[src/hw/rtl/hcrd_pkg.sv]
// ----------------------------------------------------------------------------
// hcrd_pkg: shared types for the character reference decoder
// Item payloads, the controller command and datapath status bundles, and the
// emission source codes used by both halves of the design.
// ----------------------------------------------------------------------------
`timescale 1ns / 1ps

package hcrd_pkg;

  // Longest name that may be gathered before a named reference fails.
  localparam int MAX_NAME_LEN = 4;

  // Input item: one byte of the attribute value.
  typedef struct packed {
    logic [7:0] in_byte;
    logic       in_last;
  } in_t;

  // Result item: one decoded byte or the empty end marker.
  typedef struct packed {
    logic [7:0] out_byte;
    logic       has_byte;
    logic       run_last;
    logic       value_done;
  } out_t;

  // Output segments that one decode step asks for, in emission order.
  typedef struct packed {
    logic flush;  // '&' followed by the buffered reference text
    logic cp;     // UTF-8 bytes of the resolved code point
    logic lit;    // the input byte itself
    logic fin;    // end of value resolves a still open reference
    logic empty;  // end of value with no byte at all
  } plan_t;

  // Where the next result byte comes from.
  typedef enum logic [2:0] {
    SRC_AMP   = 3'd0,
    SRC_BUF   = 3'd1,
    SRC_CP    = 3'd2,
    SRC_LIT   = 3'd3,
    SRC_EMPTY = 3'd4
  } src_t;

  // Controller to datapath.
  typedef struct packed {
    logic step;    // an input item is accepted and decoded
    logic finish;  // resolve the open reference at the end of the value
    logic emit;    // load one result byte when the output register is free
    src_t src;
  } cmd_t;

  // Datapath to controller.
  typedef struct packed {
    plan_t step_plan;  // decode of the item at the input
    plan_t fin_plan;   // decode of the end-of-value resolution
    plan_t plan_r;     // plan of the phase being emitted
    logic  fire;       // a result byte was loaded this cycle
    logic  seg_end;    // that byte closes its segment
  } sts_t;

endpackage

[src/hw/rtl/hcrd_datapath.sv]
// ----------------------------------------------------------------------------
// hcrd_datapath: scan state, reference buffer and result register
// Decodes each item against the scan state, keeps the buffered reference
// text in a small memory and drives the result register byte by byte.
// ----------------------------------------------------------------------------
`timescale 1ns / 1ps

module hcrd_datapath #(
  parameter int MAX_DIGITS = 31
) (
  input  logic           clk,
  input  logic           rst_n,
  input  hcrd_pkg::in_t  in_data,
  input  hcrd_pkg::cmd_t cmd,
  output hcrd_pkg::sts_t sts,
  output logic           out_valid,
  input  logic           out_stall,
  output hcrd_pkg::out_t out_data
);

  localparam int DEPTH = MAX_DIGITS + 2;
  localparam int IDX_W = $clog2(DEPTH);
  localparam int CNT_W = $clog2(DEPTH + 1);
  localparam int NUM_NAMES = 5;

  localparam logic [CNT_W:0] DIG_LIM_DEC = (CNT_W + 1)'(MAX_DIGITS + 1);
  localparam logic [CNT_W:0] DIG_LIM_HEX = (CNT_W + 1)'(MAX_DIGITS + 2);
  localparam logic [CNT_W:0] NAME_LIM    = (CNT_W + 1)'(hcrd_pkg::MAX_NAME_LEN);

  localparam logic [7:0] CH_AMP  = 8'h26;
  localparam logic [7:0] CH_HASH = 8'h23;
  localparam logic [7:0] CH_X    = 8'h78;
  localparam logic [7:0] CH_SEMI = 8'h3b;

  typedef enum logic [4:0] {
    M_PLAIN  = 5'b00001,
    M_AMP    = 5'b00010,
    M_HASH   = 5'b00100,
    M_DIGITS = 5'b01000,
    M_NAME   = 5'b10000
  } mode_t;

  // Known names (amp, quot, apos, lt, gt), their lengths and their bytes.
  function automatic logic [7:0] name_char(input int k, input logic [1:0] i);
    logic [31:0] w;
    case (k)
      0:       w = 32'h616d_7000;
      1:       w = 32'h7175_6f74;
      2:       w = 32'h6170_6f73;
      3:       w = 32'h6c74_0000;
      default: w = 32'h6774_0000;
    endcase
    return w[31 - 8 * i -: 8];
  endfunction

  function automatic logic [2:0] name_len(input int k);
    case (k)
      0:       return 3'd3;
      1, 2:    return 3'd4;
      default: return 3'd2;
    endcase
  endfunction

  function automatic logic [7:0] name_val(input int k);
    case (k)
      0:       return 8'h26;
      1:       return 8'h22;
      2:       return 8'h27;
      3:       return 8'h3c;
      default: return 8'h3e;
    endcase
  endfunction

  function automatic logic is_alpha(input logic [7:0] c);
    return (c >= 8'h61 && c <= 8'h7a) || (c >= 8'h41 && c <= 8'h5a);
  endfunction

  function automatic logic is_dec(input logic [7:0] c);
    return c >= 8'h30 && c <= 8'h39;
  endfunction

  function automatic logic is_hex(input logic [7:0] c);
    return is_dec(c) || (c >= 8'h61 && c <= 8'h66) || (c >= 8'h41 && c <= 8'h46);
  endfunction

  function automatic logic [7:0] to_lower(input logic [7:0] c);
    return (c >= 8'h41 && c <= 8'h5a) ? c + 8'd32 : c;
  endfunction

  // Scan state.
  mode_t            mode_r, mode_nxt;
  logic [CNT_W-1:0] cnt_r, cnt_nxt;
  logic [15:0]      code_r, code_nxt;
  logic             hex_r, hex_nxt;
  logic [NUM_NAMES-1:0] cand_r, cand_nxt;

  // Item and emission state.
  logic [7:0]       c_r;
  logic             last_r;
  hcrd_pkg::plan_t  plan_r;
  logic [CNT_W-1:0] flen_r;
  logic [15:0]      cp_r;
  logic [CNT_W-1:0] pos_r;
  logic [7:0]       rd_data_r;
  logic [7:0]       pend_mem [DEPTH];

  logic             out_valid_r;
  hcrd_pkg::out_t   out_data_r;

  // Decode signals.
  logic [7:0]           c;
  logic [NUM_NAMES-1:0] hit;
  logic [NUM_NAMES-1:0] exact;
  logic [7:0]           ref_val;
  logic                 fin_flush, fin_cp;
  logic [15:0]          fin_cpval;
  logic                 dig_hex;
  logic [15:0]          dig_base;
  logic [19:0]          dig_val;
  logic                 dig_fail;
  hcrd_pkg::plan_t      sp;
  logic [CNT_W-1:0]     sp_flen;
  logic [15:0]          sp_cp;
  logic                 push, clear, replay;

  // Emission signals.
  logic       out_free;
  logic       fire;
  logic       seg_end;
  logic       rd_go;
  logic       run_last;
  logic [7:0] e_byte;
  logic       e_has;
  logic [1:0] cp_last_idx;
  logic [7:0] cp_byte;

  assign c = in_data.in_byte;

  // Name matching: candidates that still agree with the gathered letters.
  always_comb begin
    ref_val = '0;
    for (int k = 0; k < NUM_NAMES; k++) begin
      hit[k]   = (CNT_W'(name_len(k)) > cnt_r) &&
                 (to_lower(c) == name_char(k, cnt_r[1:0]));
      exact[k] = cand_r[k] && (cnt_r == CNT_W'(name_len(k)));
      if (exact[k]) begin
        ref_val = ref_val | name_val(k);
      end
    end
  end

  // Resolution of the open reference, used by terminators and at value end.
  always_comb begin
    fin_flush = 1'b0;
    fin_cp    = 1'b0;
    fin_cpval = code_r;
    unique case (mode_r)
      M_PLAIN: begin
      end
      M_AMP, M_HASH: begin
        fin_flush = 1'b1;
      end
      M_DIGITS: begin
        if (cnt_r > (hex_r ? CNT_W'(2) : CNT_W'(1))) begin
          fin_cp = 1'b1;
        end else begin
          fin_flush = 1'b1;
        end
      end
      M_NAME: begin
        fin_cpval = {8'h00, ref_val};
        if (|exact) begin
          fin_cp = 1'b1;
        end else begin
          fin_flush = 1'b1;
        end
      end
      default: begin
        fin_flush = 1'b1;
      end
    endcase
  end

  // Digit accumulation: one multiply-by-constant and add, then a range check.
  always_comb begin
    dig_hex  = (mode_r == M_HASH) ? 1'b0 : hex_r;
    dig_base = (mode_r == M_HASH) ? 16'd0 : code_r;
    if (dig_hex) begin
      dig_val = {dig_base, 4'b0000} +
                20'(is_dec(c) ? c[3:0] : 4'(c[3:0] + 4'd9));
    end else begin
      dig_val = ({4'b0000, dig_base} << 3) + ({4'b0000, dig_base} << 1) + 20'(c[3:0]);
    end
    dig_fail = (({1'b0, cnt_r} + 1'b1) > (dig_hex ? DIG_LIM_HEX : DIG_LIM_DEC)) ||
               (dig_val[19:16] != 4'd0);
  end

  // Step decode of the item at the input against the scan state.
  always_comb begin
    mode_nxt = mode_r;
    cnt_nxt  = cnt_r;
    code_nxt = code_r;
    hex_nxt  = hex_r;
    cand_nxt = cand_r;
    sp       = '0;
    sp_flen  = cnt_r;
    sp_cp    = code_r;
    push     = 1'b0;
    clear    = 1'b0;
    replay   = 1'b0;

    unique case (mode_r)
      M_PLAIN: begin
        replay = 1'b1;
      end
      M_AMP: begin
        if (c == CH_HASH) begin
          push     = 1'b1;
          cnt_nxt  = cnt_r + 1'b1;
          mode_nxt = M_HASH;
        end else if (is_alpha(c)) begin
          push     = 1'b1;
          cnt_nxt  = cnt_r + 1'b1;
          mode_nxt = M_NAME;
          cand_nxt = hit;
          if (hit == '0) begin
            sp.flush = 1'b1;
            sp_flen  = cnt_r + 1'b1;
            clear    = 1'b1;
          end
        end else begin
          sp.flush = 1'b1;
          clear    = 1'b1;
          replay   = 1'b1;
        end
      end
      M_HASH, M_DIGITS: begin
        if ((mode_r == M_HASH) && (c == CH_X)) begin
          push     = 1'b1;
          cnt_nxt  = cnt_r + 1'b1;
          hex_nxt  = 1'b1;
          code_nxt = '0;
          mode_nxt = M_DIGITS;
        end else if (dig_hex ? is_hex(c) : is_dec(c)) begin
          if (dig_fail) begin
            sp.flush = 1'b1;
            sp.lit   = 1'b1;
            clear    = 1'b1;
          end else begin
            push     = 1'b1;
            cnt_nxt  = cnt_r + 1'b1;
            code_nxt = dig_val[15:0];
            hex_nxt  = dig_hex;
            mode_nxt = M_DIGITS;
          end
        end else if (mode_r == M_HASH) begin
          sp.flush = 1'b1;
          clear    = 1'b1;
          replay   = 1'b1;
        end else begin
          sp.flush = fin_flush;
          sp.cp    = fin_cp;
          sp_cp    = fin_cpval;
          clear    = 1'b1;
          replay   = !(fin_cp && (c == CH_SEMI));
        end
      end
      M_NAME: begin
        if (is_alpha(c) || is_dec(c)) begin
          if (({1'b0, cnt_r} + 1'b1) > NAME_LIM) begin
            sp.flush = 1'b1;
            sp.lit   = 1'b1;
            clear    = 1'b1;
          end else begin
            push     = 1'b1;
            cnt_nxt  = cnt_r + 1'b1;
            cand_nxt = cand_r & hit;
            if ((cand_r & hit) == '0) begin
              sp.flush = 1'b1;
              sp_flen  = cnt_r + 1'b1;
              clear    = 1'b1;
            end
          end
        end else begin
          sp.flush = fin_flush;
          sp.cp    = fin_cp;
          sp_cp    = fin_cpval;
          clear    = 1'b1;
          replay   = !(fin_cp && (c == CH_SEMI));
        end
      end
      default: begin
        clear  = 1'b1;
        replay = 1'b1;
      end
    endcase

    if (clear) begin
      mode_nxt = M_PLAIN;
      cnt_nxt  = '0;
      code_nxt = '0;
      hex_nxt  = 1'b0;
      cand_nxt = '0;
    end
    // The byte that ended a reference is handled again as plain text.
    if (replay) begin
      if (c == CH_AMP) begin
        mode_nxt = M_AMP;
      end else begin
        sp.lit = 1'b1;
      end
    end

    sp.fin   = in_data.in_last && (mode_nxt != M_PLAIN);
    sp.empty = in_data.in_last && !(sp.flush || sp.cp || sp.lit || sp.fin);
  end

  // Scan state and plan registers.
  always_ff @(posedge clk) begin
    if (!rst_n) begin
      mode_r <= M_PLAIN;
      cnt_r  <= '0;
      code_r <= '0;
      hex_r  <= 1'b0;
      cand_r <= '0;
      plan_r <= '0;
      pos_r  <= '0;
    end else if (cmd.step) begin
      mode_r <= mode_nxt;
      cnt_r  <= cnt_nxt;
      code_r <= code_nxt;
      hex_r  <= hex_nxt;
      cand_r <= cand_nxt;
      plan_r <= sp;
      pos_r  <= '0;
    end else if (cmd.finish) begin
      mode_r <= M_PLAIN;
      cnt_r  <= '0;
      code_r <= '0;
      hex_r  <= 1'b0;
      cand_r <= '0;
      plan_r <= '{flush: fin_flush, cp: fin_cp, lit: 1'b0, fin: 1'b0, empty: 1'b0};
      pos_r  <= '0;
    end else if (fire && (rd_go || (cmd.src == hcrd_pkg::SRC_CP))) begin
      pos_r <= pos_r + 1'b1;
    end
  end

  // Item payload and segment data.
  always_ff @(posedge clk) begin
    if (cmd.step) begin
      c_r    <= c;
      last_r <= in_data.in_last;
      flen_r <= sp_flen;
      cp_r   <= sp_cp;
    end else if (cmd.finish) begin
      flen_r <= cnt_r;
      cp_r   <= fin_cpval;
    end
  end

  // Reference text buffer: written while gathering, read while flushing.
  always_ff @(posedge clk) begin
    if (cmd.step && push) begin
      pend_mem[cnt_r[IDX_W-1:0]] <= c;
    end
    if (fire && rd_go) begin
      rd_data_r <= pend_mem[pos_r[IDX_W-1:0]];
    end
  end

  // UTF-8 byte selection for the code point.
  always_comb begin
    if (cp_r < 16'h0080) begin
      cp_last_idx = 2'd0;
      cp_byte     = cp_r[7:0];
    end else if (cp_r < 16'h0800) begin
      cp_last_idx = 2'd1;
      cp_byte     = (pos_r[1:0] == 2'd0) ? {3'b110, cp_r[10:6]} : {2'b10, cp_r[5:0]};
    end else begin
      cp_last_idx = 2'd2;
      case (pos_r[1:0])
        2'd0:    cp_byte = {4'b1110, cp_r[15:12]};
        2'd1:    cp_byte = {2'b10, cp_r[11:6]};
        default: cp_byte = {2'b10, cp_r[5:0]};
      endcase
    end
  end

  // Result byte source.
  always_comb begin
    e_byte  = c_r;
    e_has   = 1'b1;
    seg_end = 1'b1;
    rd_go   = 1'b0;
    unique case (cmd.src)
      hcrd_pkg::SRC_AMP: begin
        e_byte  = CH_AMP;
        seg_end = (flen_r == '0);
        rd_go   = (flen_r != '0);
      end
      hcrd_pkg::SRC_BUF: begin
        e_byte  = rd_data_r;
        seg_end = (pos_r == flen_r);
        rd_go   = (pos_r != flen_r);
      end
      hcrd_pkg::SRC_CP: begin
        e_byte  = cp_byte;
        seg_end = (pos_r == CNT_W'(cp_last_idx));
      end
      hcrd_pkg::SRC_LIT: begin
        e_byte = c_r;
      end
      hcrd_pkg::SRC_EMPTY: begin
        e_byte = '0;
        e_has  = 1'b0;
      end
      default: begin
      end
    endcase

    if (cmd.src == hcrd_pkg::SRC_EMPTY) begin
      run_last = 1'b1;
    end else if (cmd.src == hcrd_pkg::SRC_LIT) begin
      run_last = !plan_r.fin;
    end else begin
      run_last = seg_end && !(plan_r.lit || plan_r.fin);
    end
  end

  assign out_free = !out_valid_r || !out_stall;
  assign fire     = cmd.emit && out_free;

  // Result register.
  always_ff @(posedge clk) begin
    if (!rst_n) begin
      out_valid_r <= 1'b0;
    end else if (fire) begin
      out_valid_r <= 1'b1;
    end else if (!out_stall) begin
      out_valid_r <= 1'b0;
    end
  end

  always_ff @(posedge clk) begin
    if (fire) begin
      out_data_r <= '{out_byte: e_byte, has_byte: e_has, run_last: run_last,
                      value_done: run_last && last_r};
    end
  end

  assign out_valid = out_valid_r;
  assign out_data  = out_data_r;

  assign sts.step_plan = sp;
  assign sts.fin_plan  = '{flush: fin_flush, cp: fin_cp, lit: 1'b0, fin: 1'b0, empty: 1'b0};
  assign sts.plan_r    = plan_r;
  assign sts.fire      = fire;
  assign sts.seg_end   = seg_end;

endmodule

[src/hw/rtl/hcrd_ctrl.sv]
// ----------------------------------------------------------------------------
// hcrd_ctrl: sequencing controller for the character reference decoder
// Accepts one item at a time and walks the datapath through the output
// segments of that item: flush, code point, literal, end-of-value, empty marker.
// ----------------------------------------------------------------------------
`timescale 1ns / 1ps

module hcrd_ctrl (
  input  logic           clk,
  input  logic           rst_n,
  input  logic           in_valid,
  output logic           in_stall,
  output hcrd_pkg::cmd_t cmd,
  input  hcrd_pkg::sts_t sts
);

  typedef enum logic [6:0] {
    S_IDLE   = 7'b0000001,
    S_FL_AMP = 7'b0000010,
    S_FL_BUF = 7'b0000100,
    S_CP     = 7'b0001000,
    S_LIT    = 7'b0010000,
    S_FIN    = 7'b0100000,
    S_EMPTY  = 7'b1000000
  } state_t;

  state_t state_r, state_nxt;

  // First segment of a freshly decoded plan.
  function automatic state_t route(input hcrd_pkg::plan_t p);
    if (p.flush) begin
      return S_FL_AMP;
    end else if (p.cp) begin
      return S_CP;
    end else if (p.lit) begin
      return S_LIT;
    end else if (p.fin) begin
      return S_FIN;
    end else if (p.empty) begin
      return S_EMPTY;
    end
    return S_IDLE;
  endfunction

  // Segment that follows a flush or a code point.
  function automatic state_t tail(input hcrd_pkg::plan_t p);
    if (p.lit) begin
      return S_LIT;
    end else if (p.fin) begin
      return S_FIN;
    end
    return S_IDLE;
  endfunction

  // Next state and datapath commands.
  always_comb begin
    state_nxt = state_r;
    cmd       = '0;
    cmd.src   = hcrd_pkg::SRC_LIT;
    unique case (state_r)
      S_IDLE: begin
        cmd.step = in_valid;
        if (in_valid) begin
          state_nxt = route(sts.step_plan);
        end
      end
      S_FL_AMP: begin
        cmd.emit = 1'b1;
        cmd.src  = hcrd_pkg::SRC_AMP;
        if (sts.fire) begin
          state_nxt = sts.seg_end ? tail(sts.plan_r) : S_FL_BUF;
        end
      end
      S_FL_BUF: begin
        cmd.emit = 1'b1;
        cmd.src  = hcrd_pkg::SRC_BUF;
        if (sts.fire && sts.seg_end) begin
          state_nxt = tail(sts.plan_r);
        end
      end
      S_CP: begin
        cmd.emit = 1'b1;
        cmd.src  = hcrd_pkg::SRC_CP;
        if (sts.fire && sts.seg_end) begin
          state_nxt = tail(sts.plan_r);
        end
      end
      S_LIT: begin
        cmd.emit = 1'b1;
        cmd.src  = hcrd_pkg::SRC_LIT;
        if (sts.fire) begin
          state_nxt = sts.plan_r.fin ? S_FIN : S_IDLE;
        end
      end
      S_FIN: begin
        cmd.finish = 1'b1;
        state_nxt  = route(sts.fin_plan);
      end
      S_EMPTY: begin
        cmd.emit = 1'b1;
        cmd.src  = hcrd_pkg::SRC_EMPTY;
        if (sts.fire) begin
          state_nxt = S_IDLE;
        end
      end
      default: begin
        state_nxt = S_IDLE;
      end
    endcase
  end

  always_ff @(posedge clk) begin
    if (!rst_n) begin
      state_r <= S_IDLE;
    end else begin
      state_r <= state_nxt;
    end
  end

  assign in_stall = (state_r != S_IDLE);

endmodule

[src/hw/rtl/html_char_reference_decoder.sv]
// ----------------------------------------------------------------------------
// html_char_reference_decoder: attribute value character reference decoder
// Bytes of an attribute value enter on the in_ channel, one per item, with
// in_last on the final byte. Each item yields zero or more result items on
// the out_ channel: literal bytes, UTF-8 bytes of a resolved reference, or
// the empty end marker. run_last flags the last result of an input item and
// value_done the last result of the whole value.
// Only one input item is in work at a time; in_stall stays high until all of
// its results are loaded into the output register. A byte copied literally
// goes from the item register into the output register. A failed reference
// flushes one result byte at a time ('&' plus the buffered text, up to
// MAX_DIGITS + 2 bytes), a code point yields 1 to 3 UTF-8 bytes, and an
// open reference closed by in_last takes one more resolve step.
// The output register frees as soon as its item is taken, so while out_stall
// is high the sequence simply waits with the current result held.
// Synchronous reset returns the decoder to plain copy mode with no output
// pending; the reference buffer needs no clearing.
// ----------------------------------------------------------------------------
`timescale 1ns / 1ps

module html_char_reference_decoder #(
  parameter int MAX_DIGITS = 31
) (
  input  logic           clk,
  input  logic           rst_n,
  input  logic           in_valid,
  output logic           in_stall,
  input  hcrd_pkg::in_t  in_data,
  output logic           out_valid,
  input  logic           out_stall,
  output hcrd_pkg::out_t out_data
);

  hcrd_pkg::cmd_t cmd;
  hcrd_pkg::sts_t sts;

  // Sequencing of the result segments.
  hcrd_ctrl u_ctrl (
    .clk      (clk),
    .rst_n    (rst_n),
    .in_valid (in_valid),
    .in_stall (in_stall),
    .cmd      (cmd),
    .sts      (sts)
  );

  // Scan state, buffer and result register.
  hcrd_datapath #(
    .MAX_DIGITS (MAX_DIGITS)
  ) u_datapath (
    .clk       (clk),
    .rst_n     (rst_n),
    .in_data   (in_data),
    .cmd       (cmd),
    .sts       (sts),
    .out_valid (out_valid),
    .out_stall (out_stall),
    .out_data  (out_data)
  );

endmodule
[config.mk]
export PLATFORM = sky130hd
export DESIGN_NAME = html_char_reference_decoder
export DESIGN_NICKNAME = d
export VERILOG_FILES = /design/src/hw/rtl/hcrd_pkg.sv /design/src/hw/rtl/hcrd_datapath.sv /design/src/hw/rtl/hcrd_ctrl.sv /design/src/hw/rtl/html_char_reference_decoder.sv
export SDC_FILE = /design/constraint.sdc
export NUM_CORES = 1
export LEC_CHECK = 0
export ABC_AREA = 0
export BUFFER_PORTS_ARGS = -buffer_cell sky130_fd_sc_hd__buf_2
export CAP_MARGIN = 0
export CORE_MARGIN = 2
export CORE_UTILIZATION = 30
export CTS_BUF_LIST = sky130_fd_sc_hd__clkbuf_8
export CTS_CLUSTER_SIZE = 16
export DETAILED_ROUTE_END_ITERATION = 16
export HOLD_SLACK_MARGIN = 0.03
export PLACE_DENSITY = 0.52
export SLEW_MARGIN = 5
export SYNTH_ARGS = -nofsm -noshare
export SYNTH_HDL_FRONTEND = slang
export SYNTH_HIERARCHICAL = 1
export SYNTH_SLANG_ARGS = --single-unit
[constraint.sdc]
create_clock -name clk -period 6.32 [get_ports clk]
set_input_delay 0.316 -clock clk [delete_from_list [all_inputs] [get_ports clk]]
set_output_delay 0.316 -clock clk [all_outputs]
set_load 0.1 [all_outputs]
==> flow_metrics.tcl <==
set metrics [dict create \
    outcome "finished clean" \
    drc 0 \
    rows 90 \
    place_hpwl_um 33810 \
    fin_tns_setup_ns 0 \
    die_h_um 251.1 \
    timing.fmax_ghz 0.1755 \
    grt_max_degree 65 \
    cp-end-kind "flop" \
    gr-total-overflow 0 \
    cp_max_fo 33 \
    yosysWarnings 6 \
    cap_viol_max_count 0 \
    cts_made_buffers 61 \
    antenna_found_initial 1 \
    coreArea_sq_um 60360 \
    critPathArrivalTime_ns 6.07 \
    cts_buffer_depth 3 \
    period_share_pct 90.15 \
    via_count 12314 \
    gp_congestion 0.8812 \
    dr.pass1.iters 5 \
    crit_buf_inv 2 \
    final_hold_viol_count 0 \
    wl_per_cell_um 22.40 \
    cts_tree "done" \
    track_usage_pct 15.92 \
    routed_wirelength_um 50840 \
    finalSetupViolCount 0 \
    tightest_slew_ns 1.143 \
    syn_area_per_cell_sq_um 13.26 \
    layout-drive-gt1-share_pct 21.45 \
    die_w_um 251.1 \
    cp.required_ns 6.69 \
    clockRootBuffer "clkbuf_8" \
    mappedNetlistArea_sq_um 18310 \
    die-area_sq_um 63030 \
    htreeDepth 2 \
    numPortBuffers 25 \
    clk_pin_slew_worst_paths_ns 0.06 \
    grt_pass1_vias 12177 \
    rsz0062_at_grt "no" \
    ant_nets 0 \
    cp_slowest_cell "or4_1" \
    relSlewSlack_pct 23.22 \
    slew_violations 0 \
    critPathKind "reg -> reg" \
    nFillCells 5868 \
    fin_util_pct 34.50 \
    cts_sinks 363 \
    finalCriticalPeriod_ns 5.698 \
    post_cts_resized 0 \
    path_delay_family "simple AND/OR/NAND/NOR gates" \
    io_pins 26 \
    pre_cts_slack_ns 0.4654 \
    via_per_inst 5.425 \
    cpPeakStageDelay_ns 0.49 \
    syn_inst 1381 \
    hold_path_class "in -> reg" \
    cp-start-kind "flop" \
    nets 1501 \
    regArea_sq_um 10420 \
    post_cts_buffers 0 \
    area_growth_pct 13.71 \
    setup_ws_ns 0.6224 \
    p_leak_nw 6.818 \
    multi_input_area_sq_um 7430 \
    start_util_pct 30.34 \
    grt_pass1_wl_um 76370 \
    ir_worst_vdd_mv 0.1446 \
    p_per_area_nw_per_um2 295.8 \
    fin_skew_ns 0.02873 \
    clock_latency_ns 0.67 \
    crit_chain "nor3_2, nand3b_1, and2_1, ha_1, ha_1, fa_1, a211oi_1, o21a_1, a211oi_1, or4_1, and3_1, o31a_1, o21bai_2, a211oi_4, buf_4, nor4_1, buf_4" \
    drt_iter0_drc 1005 \
]
## path summary, 6_finish.rpt
check	slack [ns]	cells past startpoint	start	endpoint
setup / recovery	0.62	17	u_datapath/mode_r[0]	u_datapath/pend_mem[16][4]
setup reg to reg	0.62	17	u_datapath/mode_r[0]	u_datapath/pend_mem[16][4]
hold / removal	0.1	2	rst_n	u_datapath/sts[3]
hold reg to reg	0.50	2	u_datapath/cand_r[3]	u_datapath/cand_r[3]
## placed cells by master (no fill, tap or decap), types with 9 or more instances in the layout
cell	n
xnor2_1	26
clkinv_1	18
nand2_1	86
nor2_1	76
ha_1	51
and2_1	36
a31oi_1	18
nor4_2	15
o21ai_0	61
o31ai_1	9
a211oi_1	17
xor2_1	17
buf_4	59
or3_1	11
nor3_1	21
and3_1	9
nand3_1	37
nor4_1	25
dfxtp_1	47
buf_2	25
mux2i_1	15
edfxtp_1	314
o22ai_1	9
nand3b_1	9
a21oi_1	49
clkbuf_8	64
nor2b_1	15
nand4_1	14
clkinv_2	18
mux4_2	80
inv_1	39
o2bb2ai_2	10
## worst reg2reg max path: stages, from the launching register on
cell and delay (ns):
dfxtp_1 0.39, nor3_2 0.39, nand3b_1 0.38, and2_1 0.32
ha_1 0.28, ha_1 0.22, fa_1 0.43, a211oi_1 0.24
o21a_1 0.26, a211oi_1 0.17, or4_1 0.49, and3_1 0.16
o31a_1 0.34, o21bai_2 0.29, a211oi_4 0.10, buf_4 0.29
nor4_1 0.44, buf_4 0.24
## routing by layer
metal,global-route usage [%],up-vias,wire length [um]
li1,-,5564,-
met1,21.02,6172,21620
met2,26.42,480,24540
met3,3.065,98,3425
met4,5.000,0,1259
met5,0,-,0
## where the power goes
part	internal, mW	leakage, nW	switching (mW)
Sequential	2.76	3.23	0.115
Combinational	0.333	2.90	0.755
Clock	1.20	0.690	1.00
## through the flow
step / instances / instance area [sq um] / power (mW) / hold WS [ns]
2_1_floorplan: 1384 / 18320 / 3.734 / 0.4149
3_3_place_gp: 2152 / 19520 / 3.990 / 0.4820
3_5_place_dp: 2152 / 19520 / 4.004 / 0.4885
4_1_cts: 2268 / 20810 / 6.221 / 0.03922
5_1_grt: 2270 / 20820 / 6.408 / 0.07301
6_report: 2270 / 20820 / 6.159 / 0.09773
## flip-flops by register name, summed over array words and instances (netlist names)
name,cells
u_datapath/out_valid,1
u_datapath/cnt_r,6
u_ctrl/state_r,7
u_datapath/cp_r,16
u_datapath/code_r,16
u_datapath/out_data,11
u_datapath/pos_r,6
u_datapath/rd_data_r,8
u_datapath/cand_r,5
u_datapath/sts,2
u_datapath/last_r,1
u_datapath/hex_r,1
u_datapath/pend_mem,264
u_datapath/flen_r,6
u_datapath/c_r,8
u_datapath/mode_r,5
## cell type report
class,count,share of cell area (%)
antenna,1,0.01202
clock buffer,64,4.230
clock inverter,50,1.905
inverter,35,0.6309
multi-input combinational,889,35.68
sequential,363,50.02
tap,782,4.699
timing repair buffer,86,2.824
## timing repair
item | in CTS | in global routing
endpoints found under the hold margin | 2 | 0
hold buffers | 2 | 0
endpoints found under the setup margin | 0 | 1
Note: power is estimated with default switching activity, not from simulation.
